File: src/hdl/sig_pkg.sv
// Shared types and constants of the segment intersection graph.
// Depends on nothing; all but sig_ram and sig_fifo use its names.
`timescale 1ns / 1ps

package sig_pkg;

    localparam int COORD_W    = 25;
    localparam int INDEX_W    = 6;
    localparam int PAIR_W     = 11;
    localparam int CMD_DEPTH  = 2;
    localparam int OUT_DEPTH  = 8;
    localparam int OUT_CNT_W  = $clog2(OUT_DEPTH + 1);
    localparam logic [PAIR_W-1:0] PAIR_MAX = {PAIR_W{1'b1}};

    typedef struct packed {
        logic [COORD_W-1:0] start_x;
        logic [COORD_W-1:0] start_y;
        logic [COORD_W-1:0] end_x;
        logic [COORD_W-1:0] end_y;
        logic               new_set;
    } seg_t;

    typedef struct packed {
        logic [INDEX_W-1:0] new_index;
        logic [INDEX_W-1:0] earlier_index;
        logic               hit;
        logic [PAIR_W-1:0]  pair_total;
        logic               table_full;
        logic               last;
    } res_t;

    typedef enum logic {
        BK_IDLE,
        BK_SCAN
    } back_state_t;

endpackage

File: src/hdl/sig_front.sv
// Front end: takes segment requests, tracks the table fill and tags each
// request with its slot or a full mark. Depends on sig_pkg.
`timescale 1ns / 1ps

module sig_front #(
    parameter int MAX_SEGMENTS = 64,
    parameter int COORD_BITS   = 25,
    localparam int IW    = $clog2(MAX_SEGMENTS),
    localparam int CMD_W = 4 * COORD_BITS + IW + 2
) (
    input  logic              clk,
    input  logic              rst_n,
    input  logic              push,
    output logic              full,
    input  sig_pkg::seg_t     segment,
    output logic              cmd_push,
    output logic [CMD_W-1:0]  cmd,
    input  logic              cmd_full
);

    localparam int CNTW = $clog2(MAX_SEGMENTS + 1);

    typedef struct packed {
        logic [COORD_BITS-1:0] sx;
        logic [COORD_BITS-1:0] sy;
        logic [COORD_BITS-1:0] ex;
        logic [COORD_BITS-1:0] ey;
        logic [IW-1:0]         index;
        logic                  full;
        logic                  new_set;
    } cmd_t;

    logic [CNTW-1:0] count_reg, count_next;
    logic [CNTW-1:0] eff_count;
    logic            accept, is_full;
    logic [31:0]     sx_ext, sy_ext, ex_ext, ey_ext;
    cmd_t            c;

    assign full     = cmd_full;
    assign accept   = push && !cmd_full;
    assign cmd_push = accept;

    assign eff_count = segment.new_set ? '0 : count_reg;
    assign is_full   = (eff_count == CNTW'(MAX_SEGMENTS));

    assign sx_ext = 32'(segment.start_x);
    assign sy_ext = 32'(segment.start_y);
    assign ex_ext = 32'(segment.end_x);
    assign ey_ext = 32'(segment.end_y);

    always_comb
    begin
        c.sx      = sx_ext[COORD_BITS-1:0];
        c.sy      = sy_ext[COORD_BITS-1:0];
        c.ex      = ex_ext[COORD_BITS-1:0];
        c.ey      = ey_ext[COORD_BITS-1:0];
        c.index   = is_full ? '0 : eff_count[IW-1:0];
        c.full    = is_full;
        c.new_set = segment.new_set;
    end

    assign cmd = CMD_W'(c);

    always_comb
    begin
        count_next = count_reg;
        if (accept)
        begin
            count_next = is_full ? eff_count : eff_count + 1'b1;
        end
    end

    always_ff @(posedge clk or negedge rst_n)
    begin
        if (!rst_n)
        begin
            count_reg <= '0;
        end
        else
        begin
            count_reg <= count_next;
        end
    end

endmodule

File: config.mk
export PLATFORM = sky130hd
export DESIGN_NAME = sig_front
export DESIGN_NICKNAME = d
export VERILOG_FILES = /design/src/hdl/sig_pkg.sv /design/src/hdl/sig_front.sv
export SDC_FILE = /design/constraint.sdc
export NUM_CORES = 1
export LEC_CHECK = 0
export ABC_AREA = 1
export BUFFER_PORTS_ARGS = -buffer_cell sky130_fd_sc_hd__buf_2
export CAP_MARGIN = 20
export CORE_AREA = 3 3 81 83
export DETAILED_ROUTE_END_ITERATION = 16
export DIE_AREA = 0 0 84 86
export GPL_TIMING_DRIVEN = 1
export PLACE_DENSITY = 0.68
export SLEW_MARGIN = 40
export SYNTH_ARGS = -nofsm -noshare
export SYNTH_HDL_FRONTEND = slang
export SYNTH_SLANG_ARGS = --single-unit
File: constraint.sdc
create_clock -name clk -period 0.9 [get_ports clk]
set_input_delay 0.045 -clock clk [delete_from_list [all_inputs] [get_ports clk]]
set_output_delay 0.045 -clock clk [all_outputs]
set_load 0.05 [all_outputs]
---- After elaboration in Yosys (flattened, before gate mapping) ----
Cells that the tools add are included.
operators by class
  $add $sub $neg .......................... 1
  equality and inequality tests ........... 1
  multiplexer cells ....................... 3
  reduce and logical (&&, ||, !) cells .... 2
operators with widths
  operator             count
  $mux 7               2
  $add 7x1->7 const B  1
  $eq 7x7->1 const B   1
  $mux 6               1
  $logic_and 1x1->1    1
  $logic_not 1->1      1
storage, ports and cells
  register bits ........................... 7
  input port bits ......................... 105
  output and inout bits ................... 110
  logic and storage cells ................. 8

---- Depth between registers and ports, before layout ----
  word-level depth ........................ 3
  mapped depth ............................ 8
  mapped depth without buffers ............ 8

---- Worst setup path before layout ----
Ideal clock, no wire load.
  kind .................................... reg-to-reg
  from .................................... reg count_reg[3]
  to ...................................... reg count_reg[5]
  setup time .............................. 117 ps
  data arrival time ....................... 1509 ps
  required time ........................... 783 ps
  slack ................................... -726 ps
  stages on the path, launching flop included .. 8
  clock period less this slack ............ 1626 ps
  cell sequence ........................... dfrtp_1 > inv_1 > nor2_1 > nand2_1 > nor2_2 > nand2_1 > nand2_1 > nand2_1
between the ends
  word-level cells in the longest chain between the ends .. 3
  elaborated cells between the ends (all ways) .. 4
  classes of those cells .................. add/sub (1); eq/ne (1); mux (2)
ends and longest elaborated chain
  item                                              line                              RTL
  start: declaration                                sig_front.sv:33                   logic [CNTW-1:0] count_reg, count_next;
  start signal: assignment                          sig_front.sv:81                   count_reg <= count_next;
  $mux 7 *                                          sig_front.sv:43                   assign eff_count = segment.new_set ? '0 : count_reg;
  $add 7x1->7 / $eq 7x7->1 (equally long branches)  sig_front.sv:69, sig_front.sv:44
  $mux 7 *                                          sig_front.sv:69                   count_next = is_full ? eff_count : eff_count + 1'b1;
Every way passes the cells marked *; elsewhere a longest branch is shown, timed or not.
A chain may end at the register's enable or synchronous reset.

---- Worst setup path after layout ----
  from .................................... reg count_reg[2]
  to ...................................... out cmd[1]
between the ends
  word-level cells in the longest chain between the ends .. 2
ends and longest elaborated chain
  item              line             RTL
  $mux 7            sig_front.sv:43
  $eq 7x7->1        sig_front.sv:44  assign is_full = (eff_count == CNTW'(MAX_SEGMENTS));
  end: declaration  sig_front.sv:17  output logic [CMD_W-1:0] cmd,
No other way between the ends.

==> results.ini <==
[route]
number_of_vias_after_detailed_routing = 723
ant_nets = 0
dr.first_iter.drc_count = 10
drt-vias-per-instance = 3.866
first_pass_iters = 4
drt-total-wl_mm = 2.705
wire_per_inst_um = 14.47
route.detailed.drc = 0

[sta]
fin_ws_ns = -0.4134
period_share_pct = 145.9
min_period_ns = 1.313
fmaxAchievable_mhz = 761.4
timing.final.setup_violations = 14
worstMarginPinSlew_ns = 0.2476
relSlewSlack_pct = 83.47
setup_repair_after_global_routing_missed_its_margin = true
setup_total_negative_slack_ns = -2.826
final.setup_skew_ns = 0.003462
hold_slack_ns = 0.09001
hold_viol_final = 0
timing.final.max_slew_violations = 0

[finish]
post_layout_nonfiller_instances = 187
final_cell_area_mm2 = 0.001090
n_antenna_cell = 0
flip_flop_count_of_the_largest_register_all_copies_and_words_added = 7
layout_cell_share_with_drive_strength_beyond_1_pct = 64.29
mostFrequentLayoutCell = nand2_1
synthToLayoutAreaGrowth_pct = -12.11
final_cell_mix = nand2_1 (21), buf_4 (13), buf_6 (10)
final_nets = 218

[grt]
grtUsageTotal_pct = 7.167
grt_pass1_wl_mm = 3.857
first_global_vias = 764
globalRoute.totalOverflow = 0
grt_start_max_net_pins = 8
number_of_antenna_violations_at_the_first_check_in_global_routing = 0

[worst_setup_path]
timing.critical_path.slowest_cell_delay_ns = 0.38
critical_path_buf_inv_count = 2
worstPathCellList = nor2_1 > nand3_1 > or2_1 > inv_2 > buf_8
critical_path_class = flop to primary output
worstReg2RegStart = count_reg[1]
capturing_point_of_the_worst_reg2reg_path = count_reg[5]
worst-path-max-fanout = 2
timing.reg2reg.setup_slack_ns = -0.21
critPathLaunchType = flop
crit_path_end_kind = primary output
crit_path_top_delay_cell = dfrtp_1
critical_path.top_delay_family = simple AND/OR/NAND/NOR gates
worstPathArrival_ns = 1.27
crit_required_ns = 0.85
r2r.worst_path.cells = 8
number_of_cells_on_the_critical_path = 5

[synth]
synth_area_mm2 = 0.001240
synthDistinctLibCells = 14
post_synth.cell_area_avg_um2 = 7.126
synth-seq-area-share_pct = 14.13
syn-instance-count = 174
mappedNetlistNets = 279
synth-seq-cells = 7
yosys_warnings = 0

[min_path]
worstHoldEndpoint = cmd[26]
hp-start = segment[19]
worst_hold_path_class = input port to primary output
hold_depth = 0

[place]
hpwlAfterDp_mm = 1.995
gp_congestion = 0.7412
number_of_placed_instances_with_taps_included = 175
detailed_place.area_um2 = 778.2
placement.io_buffers = 14

[clocking]
cts-buffers-inserted = 3
clkSinkCount = 7
cts_tree = yes
cts_htree_levels = 1
clkLatencyLatePin_ns = 0.23
ctsLongestPathBuffers = 2
clock_tree.root_cell = clkbuf_8
worst_path_clk_slew_ns = 0.04

[floorplanning]
design.die.area_mm2 = 0.007224
row_count = 28
placeableCoreArea_mm2 = 0.005921
initial_core_util_pct = 20.94
die_height_um = 86
die_w_um = 84
io_pins = 215

[status]
failed_checks = negative setup slack
run_status = finished, violations left

[flow_run]
timing.max_cap.violations = 0

[power_and_ir_drop]
power_density_mw_per_mm2 = 1186
power.static_leakage_uw = 0.0005274
vdd_drop_max_v = 0.0005133

[synth_stat cells]
cell type | n | area [um2]
buf_4 | 103 | 773.2
nor2_4 | 1 | 11.26
nor2_1 | 5 | 18.77
dfrtp_1 | 7 | 175.2
nand3_2 | 2 | 20.02
nand2_1 | 27 | 101.4
nand2_2 | 2 | 12.51
inv_1 | 10 | 37.54
or2_1 | 1 | 6.260
inv_2 | 3 | 11.26
o21ai_1 | 1 | 5.000
nand3_1 | 8 | 40.04
xnor2_1 | 1 | 8.760
nor2_2 | 3 | 18.77
[worst max-delay path by stage]
stage,start,end
floorplan,count_reg[3],count_reg[5]
global placement,count_reg[6],cmd[1]
detailed placement,count_reg[6],cmd[1]
CTS,count_reg[6],cmd[1]
global route,count_reg[3],cmd[1]
finish,count_reg[2],cmd[1]
[stage by stage]
stage                     utilization [%]  power, uW  setup WS, ns
final                               18.41       1292       -0.4134
after global routing                18.41       1348       -0.4732
after CTS                           16.00       1235       -0.4096
after detailed placement            13.14      703.0       -0.2932
after global placement              13.14      697.4       -0.2664
after floorplan                         -       1758       -0.2816
[power by group]
group | switching (uW) | internal [uW] | total (uW)
clock network | 148 | 307 | 456
registers | 21.6 | 343 | 364
logic | 268 | 204 | 472
total | 438 | 854 | 1290
[layout make-up]
cell class / count / area [um2]
Clock buffer: 4 / 45.04
Fill cell: 645 / 4831
Inverter: 13 / 58.81
Multi-Input combinational cell: 51 / 366.6
Sequential cell: 7 / 175.2
Tap cell: 75 / 93.84
Timing Repair Buffer: 37 / 350.3
[per-layer routing]
layer | share of wire (%) | vias up | global-route usage [%]
li1 | - | 296 | -
met1 | 26 | 313 | 4.702
met2 | 46 | 50 | 10.77
met3 | 14 | 64 | 4.035
met4 | 14 | 0 | 12.43
met5 | 0 | - | 0
[cell families (layout without fill, tap and decap cells)]
| group | after synthesis | in the layout | synth area share (%) |
|---|---|---|---|
| XOR/XNOR | 1 | 1 | 0.7065 |
| AO/OA/AOI/OAI | 1 | 1 | 0.4032 |
| flip-flops | 7 | 7 | 14.13 |
| AND/OR/NAND/NOR | 49 | 49 | 18.47 |
| buffers and inverters | 116 | 54 | 66.30 |
[what timing repair did]
| item | in CTS | in global routing |
|---|---|---|
| pin swaps | 6 | 14 |
| endpoints found under the hold margin | 7 | 0 |
| buffers inserted | 4 | 10 |
| resized for setup | 31 | 29 |
| hold buffers | 1 | 0 |
| endpoints found under the setup margin | 14 | 14 |
No activity file was read; power rests on OpenSTA's default activity.
