==> src/hdl/sig_fifo.sv <==
// Small synchronous queue in flip-flops, with a fill count.
// Depends on nothing.
`timescale 1ns / 1ps

module sig_fifo #(
    parameter int WIDTH = 8,
    parameter int DEPTH = 2
) (
    input  logic                       clk,
    input  logic                       rst_n,
    input  logic                       push,
    input  logic [WIDTH-1:0]           wdata,
    output logic                       full,
    input  logic                       pop,
    output logic [WIDTH-1:0]           rdata,
    output logic                       empty,
    output logic [$clog2(DEPTH+1)-1:0] count
);

    localparam int AW = (DEPTH > 1) ? $clog2(DEPTH) : 1;
    localparam int CW = $clog2(DEPTH + 1);

    logic [WIDTH-1:0] slot_reg [DEPTH];
    logic [AW-1:0]    wr_ptr_reg, wr_ptr_next;
    logic [AW-1:0]    rd_ptr_reg, rd_ptr_next;
    logic [CW-1:0]    count_reg, count_next;
    logic             do_push, do_pop;

    assign full    = (count_reg == CW'(DEPTH));
    assign empty   = (count_reg == '0);
    assign count   = count_reg;
    assign rdata   = slot_reg[rd_ptr_reg];
    assign do_push = push && !full;
    assign do_pop  = pop && !empty;

    always_comb
    begin
        wr_ptr_next = wr_ptr_reg;
        rd_ptr_next = rd_ptr_reg;
        count_next  = count_reg;
        if (do_push)
        begin
            wr_ptr_next = (wr_ptr_reg == AW'(DEPTH - 1)) ? '0 : wr_ptr_reg + 1'b1;
        end
        if (do_pop)
        begin
            rd_ptr_next = (rd_ptr_reg == AW'(DEPTH - 1)) ? '0 : rd_ptr_reg + 1'b1;
        end
        if (do_push && !do_pop)
        begin
            count_next = count_reg + 1'b1;
        end
        else if (do_pop && !do_push)
        begin
            count_next = count_reg - 1'b1;
        end
    end

    always_ff @(posedge clk or negedge rst_n)
    begin
        if (!rst_n)
        begin
            wr_ptr_reg <= '0;
            rd_ptr_reg <= '0;
            count_reg  <= '0;
        end
        else
        begin
            wr_ptr_reg <= wr_ptr_next;
            rd_ptr_reg <= rd_ptr_next;
            count_reg  <= count_next;
        end
    end

    always_ff @(posedge clk)
    begin
        if (do_push)
        begin
            slot_reg[wr_ptr_reg] <= wdata;
        end
    end

endmodule

==> config.mk <==
export PLATFORM = sky130hd
export DESIGN_NAME = sig_fifo
export DESIGN_NICKNAME = d
export VERILOG_FILES = /design/src/hdl/sig_fifo.sv
export SDC_FILE = /design/constraint.sdc
export NUM_CORES = 1
export LEC_CHECK = 0
export ABC_AREA = 1
export BUFFER_PORTS_ARGS = -buffer_cell sky130_fd_sc_hd__buf_2
export CORE_MARGIN = 3
export CORE_UTILIZATION = 43
export DETAILED_ROUTE_END_ITERATION = 10
export GPL_TIMING_DRIVEN = 0
export HOLD_SLACK_MARGIN = 0.02
export PLACE_DENSITY = 0.71
export SLEW_MARGIN = 20
export SYNTH_ARGS = -nofsm -noshare
export SYNTH_HDL_FRONTEND = slang
export SYNTH_SLANG_ARGS = --single-unit
==> constraint.sdc <==
create_clock -name clk -period 1.35 [get_ports clk]
set_input_delay 0.135 -clock clk [delete_from_list [all_inputs] [get_ports clk]]
set_output_delay 0.135 -clock clk [all_outputs]
set_load 0.01 [all_outputs]
---- Word level (Yosys, flattened, before mapping) ----
Memories as Yosys holds them, arrays and structs flattened.
Cells that the tools add are included.
word-level totals
  register bits ........................... 4
  RAM bits ................................ 16
  input port bits ......................... 12
  output and inout port bits .............. 12
  logic and storage cells ................. 25
  memories kept ........................... 1
memory list
  name      depth  bits a word  rd ports  clocked after Yosys merged registers in  write ports  line  RTL
  slot_reg  2      8            1         0                                        1            23    logic [WIDTH-1:0] slot_reg [DEPTH];
cells by class
  add/subtract/negate cells ............... 4
  equal/unequal tests ..................... 1
  multiplexer cells ....................... 6
  reduce and logical (&&, ||, !) cells .... 10
operators by type and width
  cell                                              number
  logical AND 1 bit                                 4
  logical NOT 1 bit                                 4
  2-to-1 mux 1 bit                                  4
  2-to-1 mux 2 bit                                  2
  adder 1 bit, second input constant                2
  adder 2 x 1 -> 2 bit, second input constant       1
  == test 2 bit, second input constant              1
  logical NOT 2 bit                                 1
  nonzero test 2 bit                                1
  subtractor 2 x 1 -> 2 bit, second input constant  1

---- Depth between registers and ports, before layout ----
  word-level depth ........................ 7
  depth in mapped cells ................... 9
  mapped depth without buffers ............ 9

---- Worst setup path after synthesis ----
No wires, ideal clock.
  path type ............................... register to register
  start ................................... reg count_reg[0], in the netlist count[0]
  end ..................................... mem slot_reg[1][0], enable pin
  library setup time ...................... 371 ps
  data arrival time ....................... 1025 ps
  required time ........................... 979 ps
  slack ................................... -46 ps
  stages on the path, launching flop included .. 3
  buffers on the path ..................... 0
  clock period less this slack ............ 1396 ps
  path through ............................ dfrtp_1 -> o21ai_0 -> nor2_1
between the ends
  word-level cells in the longest chain between the ends .. 5
RTL lines
  element                                 line  RTL
  start: declaration                      26    logic [CW-1:0] count_reg, count_next;
  start signal: assignment                71    count_reg <= count_next;
  == test 2 bit                           29    assign full = (count_reg == CW'(DEPTH));
  logical NOT 1 bit                       33    assign do_push = push && !full;
  logical AND 1 bit                       33
  2-to-1 mux 1 bit                        77    if (do_push)
  2-to-1 mux 1 bit (not written as such)  79    slot_reg[wr_ptr_reg] <= wdata;
  end: declaration                        23
No other way between the ends.

---- Final worst setup path ----
  start ................................... reg rd_ptr_reg
  end ..................................... out rdata[0]
between the ends
  word-level cells in the longest chain between the ends .. 1
RTL lines
  element                   line  RTL
  start: declaration        25    logic [AW-1:0] rd_ptr_reg, rd_ptr_next;
  start signal: assignment  70    rd_ptr_reg <= rd_ptr_next;
  memory read (2 x 8 bit)   --
  end: declaration          15    output logic [WIDTH-1:0] rdata,
No other way between the ends.

==> qor.log <==
INFO  run_status     outcome=finished, final reports clean
INFO  global_route   global_route.usage.total=0.150
INFO  worst_setup_path startpoint_type=register
INFO  routing        vias=626
INFO  placement      place_inst=121
INFO  routing        detail_route.wl_per_cell=12.4um
INFO  floorplan      num_io_pins=24
INFO  clock_tree     cts.path.max_buffers=2
INFO  floorplan      die-width=49.4um
INFO  synthesis      post_synth_inst_count=73
INFO  clock_tree     cts_tree=done
INFO  sta            worst_slew_pin_slew=0.279ns
INFO  worst_setup_path path_class=register to output port
INFO  worst_setup_path critical_path.max_fanout=6
INFO  global_route   grt_pass1_wl=2740um
INFO  routing        detailedRoute.firstIterationViolations=20
INFO  clock_tree     clock_sinks=20
INFO  synthesis      postSynthAreaPerCell=11.1um^2
INFO  finish         layout-area-overhead-vs-synth=46.4%
INFO  sta            min_period=1.32ns
INFO  synthesis      yosys_warnings=0
INFO  synthesis      synth_seq_area_share=0.717
INFO  worst_hold_path cell_depth_of_the_worst_hold_path=3
INFO  synthesis      yosys.area.top_type=sky130_fd_sc_hd__edfxtp_1
INFO  clock_tree     cts_inserted_buffers=3
INFO  worst_hold_path hold_path_class=primary input to register
INFO  routing        dr.pass1.iters=4
INFO  finish         layout_cells_sized_above_1=0.391
INFO  worst_setup_path worstSetupStartpoint=rd_ptr_reg
INFO  worst_setup_path source_of_the_worst_register_to_register_timing_path=count[1]
INFO  synthesis      netlist_area=810um^2
INFO  worst_setup_path worst-endpoint-required=1.22ns
INFO  global_route   antenna_found_initial=0
INFO  finish         finalNetCount=129
INFO  routing        drc=0
INFO  worst_setup_path ff2ff_path_depth=8
INFO  worst_setup_path r2r_slack=0.04ns
INFO  power          total_leakage_power=0.541nW
INFO  routing        routed_via_density=4.47
INFO  sta            period_share=0.981
INFO  power          ir_worst_vdd=1.07mV
INFO  worst_setup_path timing.critical_path.to_type=output port
INFO  sta            timing.final.setup_violations=0
INFO  sta            max_slew_margin=0.813
INFO  synthesis      synth_top_area_share=0.594
INFO  sta            unrepaired_setup_endpoints_after_global_routing=true
INFO  finish         largest_register_ff_count=16
INFO  global_route   global_route.overflow_total=0
INFO  floorplan      die_height=49.4um
INFO  worst_setup_path crit_end=rdata[0]
INFO  routing        ant_nets=0
INFO  clock_tree     clkTransAtPathRegs=0.10ns
INFO  worst_setup_path worst_r2r_endpoint=count[1]
INFO  clock_tree     htreeDepth=1
INFO  synthesis      syn_nets=86
INFO  synthesis      synth_top_cells_by_area=sky130_fd_sc_hd__edfxtp_1, sky130_fd_sc_hd__nand2_1, sky130_fd_sc_hd__dfrtp_1
INFO  floorplan      std_cell_rows=15
INFO  sta            fin_hold_ws=0.127ns
INFO  finish         finish.cell_count_without_fillers=140
INFO  routing        routed_wl=1730um
INFO  power          power-per-cell-area=2050nW/um^2
INFO  sta            finalHoldViolCount=0
INFO  sta            finClkSkew=0.000621ns
INFO  flow_run       max_cap_viol_count=0
INFO  clock_tree     cts_root_buffer=sky130_fd_sc_hd__clkbuf_4
INFO  sta            report.final.slew_viol_count=0
INFO  finish         diodes=0
INFO  clock_tree     clk_latency=0.30ns
INFO  global_route   grt_max_degree=12
INFO  placement      hpwlAfterDp=1020um
INFO  floorplan      dieArea=2440um^2
INFO  placement      port-buffer-count=23
INFO  floorplan      fp.coreArea=1750um^2
INFO  floorplan      initial_utilization=0.464
INFO  global_route   number_of_global_route_vias_before_repair=586
INFO  sta            max_freq=755MHz
INFO  placement      gp_routability_congestion=0.748
INFO  worst_setup_path arrival=1.19ns
INFO  synthesis      synth.ff_latch_count=20
INFO  sta            fin_setup_tns=0ns
INFO  synthesis      ys_types=14
## area by class of cell
type,count,area [um^2]
clock buffer,4,36.3
buffer,1,11.3
sequential,20,583
inverter,8,37.5
tap,25,31.3
timing repair inverter,1,7.51
timing repair buffer,37,240
multi-input combinational,44,238
fill,135,561
## cells in the mapped netlist
| cell type | instances |
|---|---|
| sky130_fd_sc_hd__xnor2_1 | 1 |
| sky130_fd_sc_hd__inv_2 | 1 |
| sky130_fd_sc_hd__nand4_1 | 1 |
| sky130_fd_sc_hd__nor2_1 | 2 |
| sky130_fd_sc_hd__nor2_2 | 2 |
| sky130_fd_sc_hd__o21ai_0 | 2 |
| sky130_fd_sc_hd__inv_1 | 7 |
| sky130_fd_sc_hd__nand2_1 | 33 |
| sky130_fd_sc_hd__edfxtp_1 | 16 |
| sky130_fd_sc_hd__buf_2 | 1 |
| sky130_fd_sc_hd__nand3b_1 | 1 |
| sky130_fd_sc_hd__dfrtp_1 | 4 |
| sky130_fd_sc_hd__nand3_1 | 1 |
| sky130_fd_sc_hd__ha_1 | 1 |
## cells in the final DEF, fill, tap and decap left out, types with 2 or more instances in the layout
cell                            Yosys  final
sky130_fd_sc_hd__dfrtp_1            4      2
sky130_fd_sc_hd__buf_4              0      4
sky130_fd_sc_hd__clkbuf_4           0      3
sky130_fd_sc_hd__dlygate4sd3_1      0      9
sky130_fd_sc_hd__nand2_1           33     32
sky130_fd_sc_hd__inv_1              7      5
sky130_fd_sc_hd__edfxtp_1          16     16
sky130_fd_sc_hd__buf_2              1     24
sky130_fd_sc_hd__dfrtp_2            0      2
sky130_fd_sc_hd__nor2_4             0      3
## power breakdown
group | switching (mW) | internal (mW) | total [mW]
logic | 0.627 | 0.474 | 1.10
registers | 0.123 | 0.863 | 0.985
clock network | 0.176 | 0.165 | 0.340
## critical path, stage by stage, from the launching register on
cell and delay (ns):
sky130_fd_sc_hd__dfrtp_1 0.39, sky130_fd_sc_hd__buf_6 0.15, sky130_fd_sc_hd__clkinvlp_4 0.11, sky130_fd_sc_hd__nand2_1 0.07, sky130_fd_sc_hd__nand2_1 0.04, sky130_fd_sc_hd__buf_2 0.13
## per-layer routing
metal,GRT usage,wire (um),up-vias
li1,-,-,320
met5,0,0,-
met4,0.0415,6,0
met2,0.254,961,11
met1,0.185,701,293
met3,0.0459,60,2
## per-stage QoR
stage               instance area [um^2]  setup WS, ns  utilization  power [mW]
floorplan                            817       0.00695            -        1.50
global placement                     963       -0.0927        0.552        1.78
detailed placement                   963        -0.140        0.552        1.82
CTS                                 1110       -0.0312        0.636        2.27
global route                        1180       -0.0510        0.679        2.61
finish                              1180        0.0262        0.679        2.43
## worst min path at each step
stage	start	end	slack, ns
finish	pop	rd_ptr_reg	0.13
global route	pop	rd_ptr_reg	0.13
CTS	wdata[5]	slot_reg[1][5]	0.02
detailed placement	rst_n	wr_ptr_reg	-0.05
global placement	rst_n	wr_ptr_reg	-0.06
floorplan	rst_n	count[0]	-0.16
## cells by family after synthesis
| family | share of synthesized area |
|---|---|
| fa+ha+maj | 0.0155 |
| compound gates | 0.0124 |
| flops | 0.717 |
| simple gates | 0.201 |
| xor+xnor | 0.0108 |
| buf+inv | 0.0433 |
## repair_timing
action,CTS,global route
buffers inserted,1,3
gates cloned,1,1
pin swaps,1,2
hold endpoints to repair,18,2
gates resized for setup,8,9
endpoints found under the setup margin,26,25
hold buffers,8,1
Power figures use the tool's default switching activity.
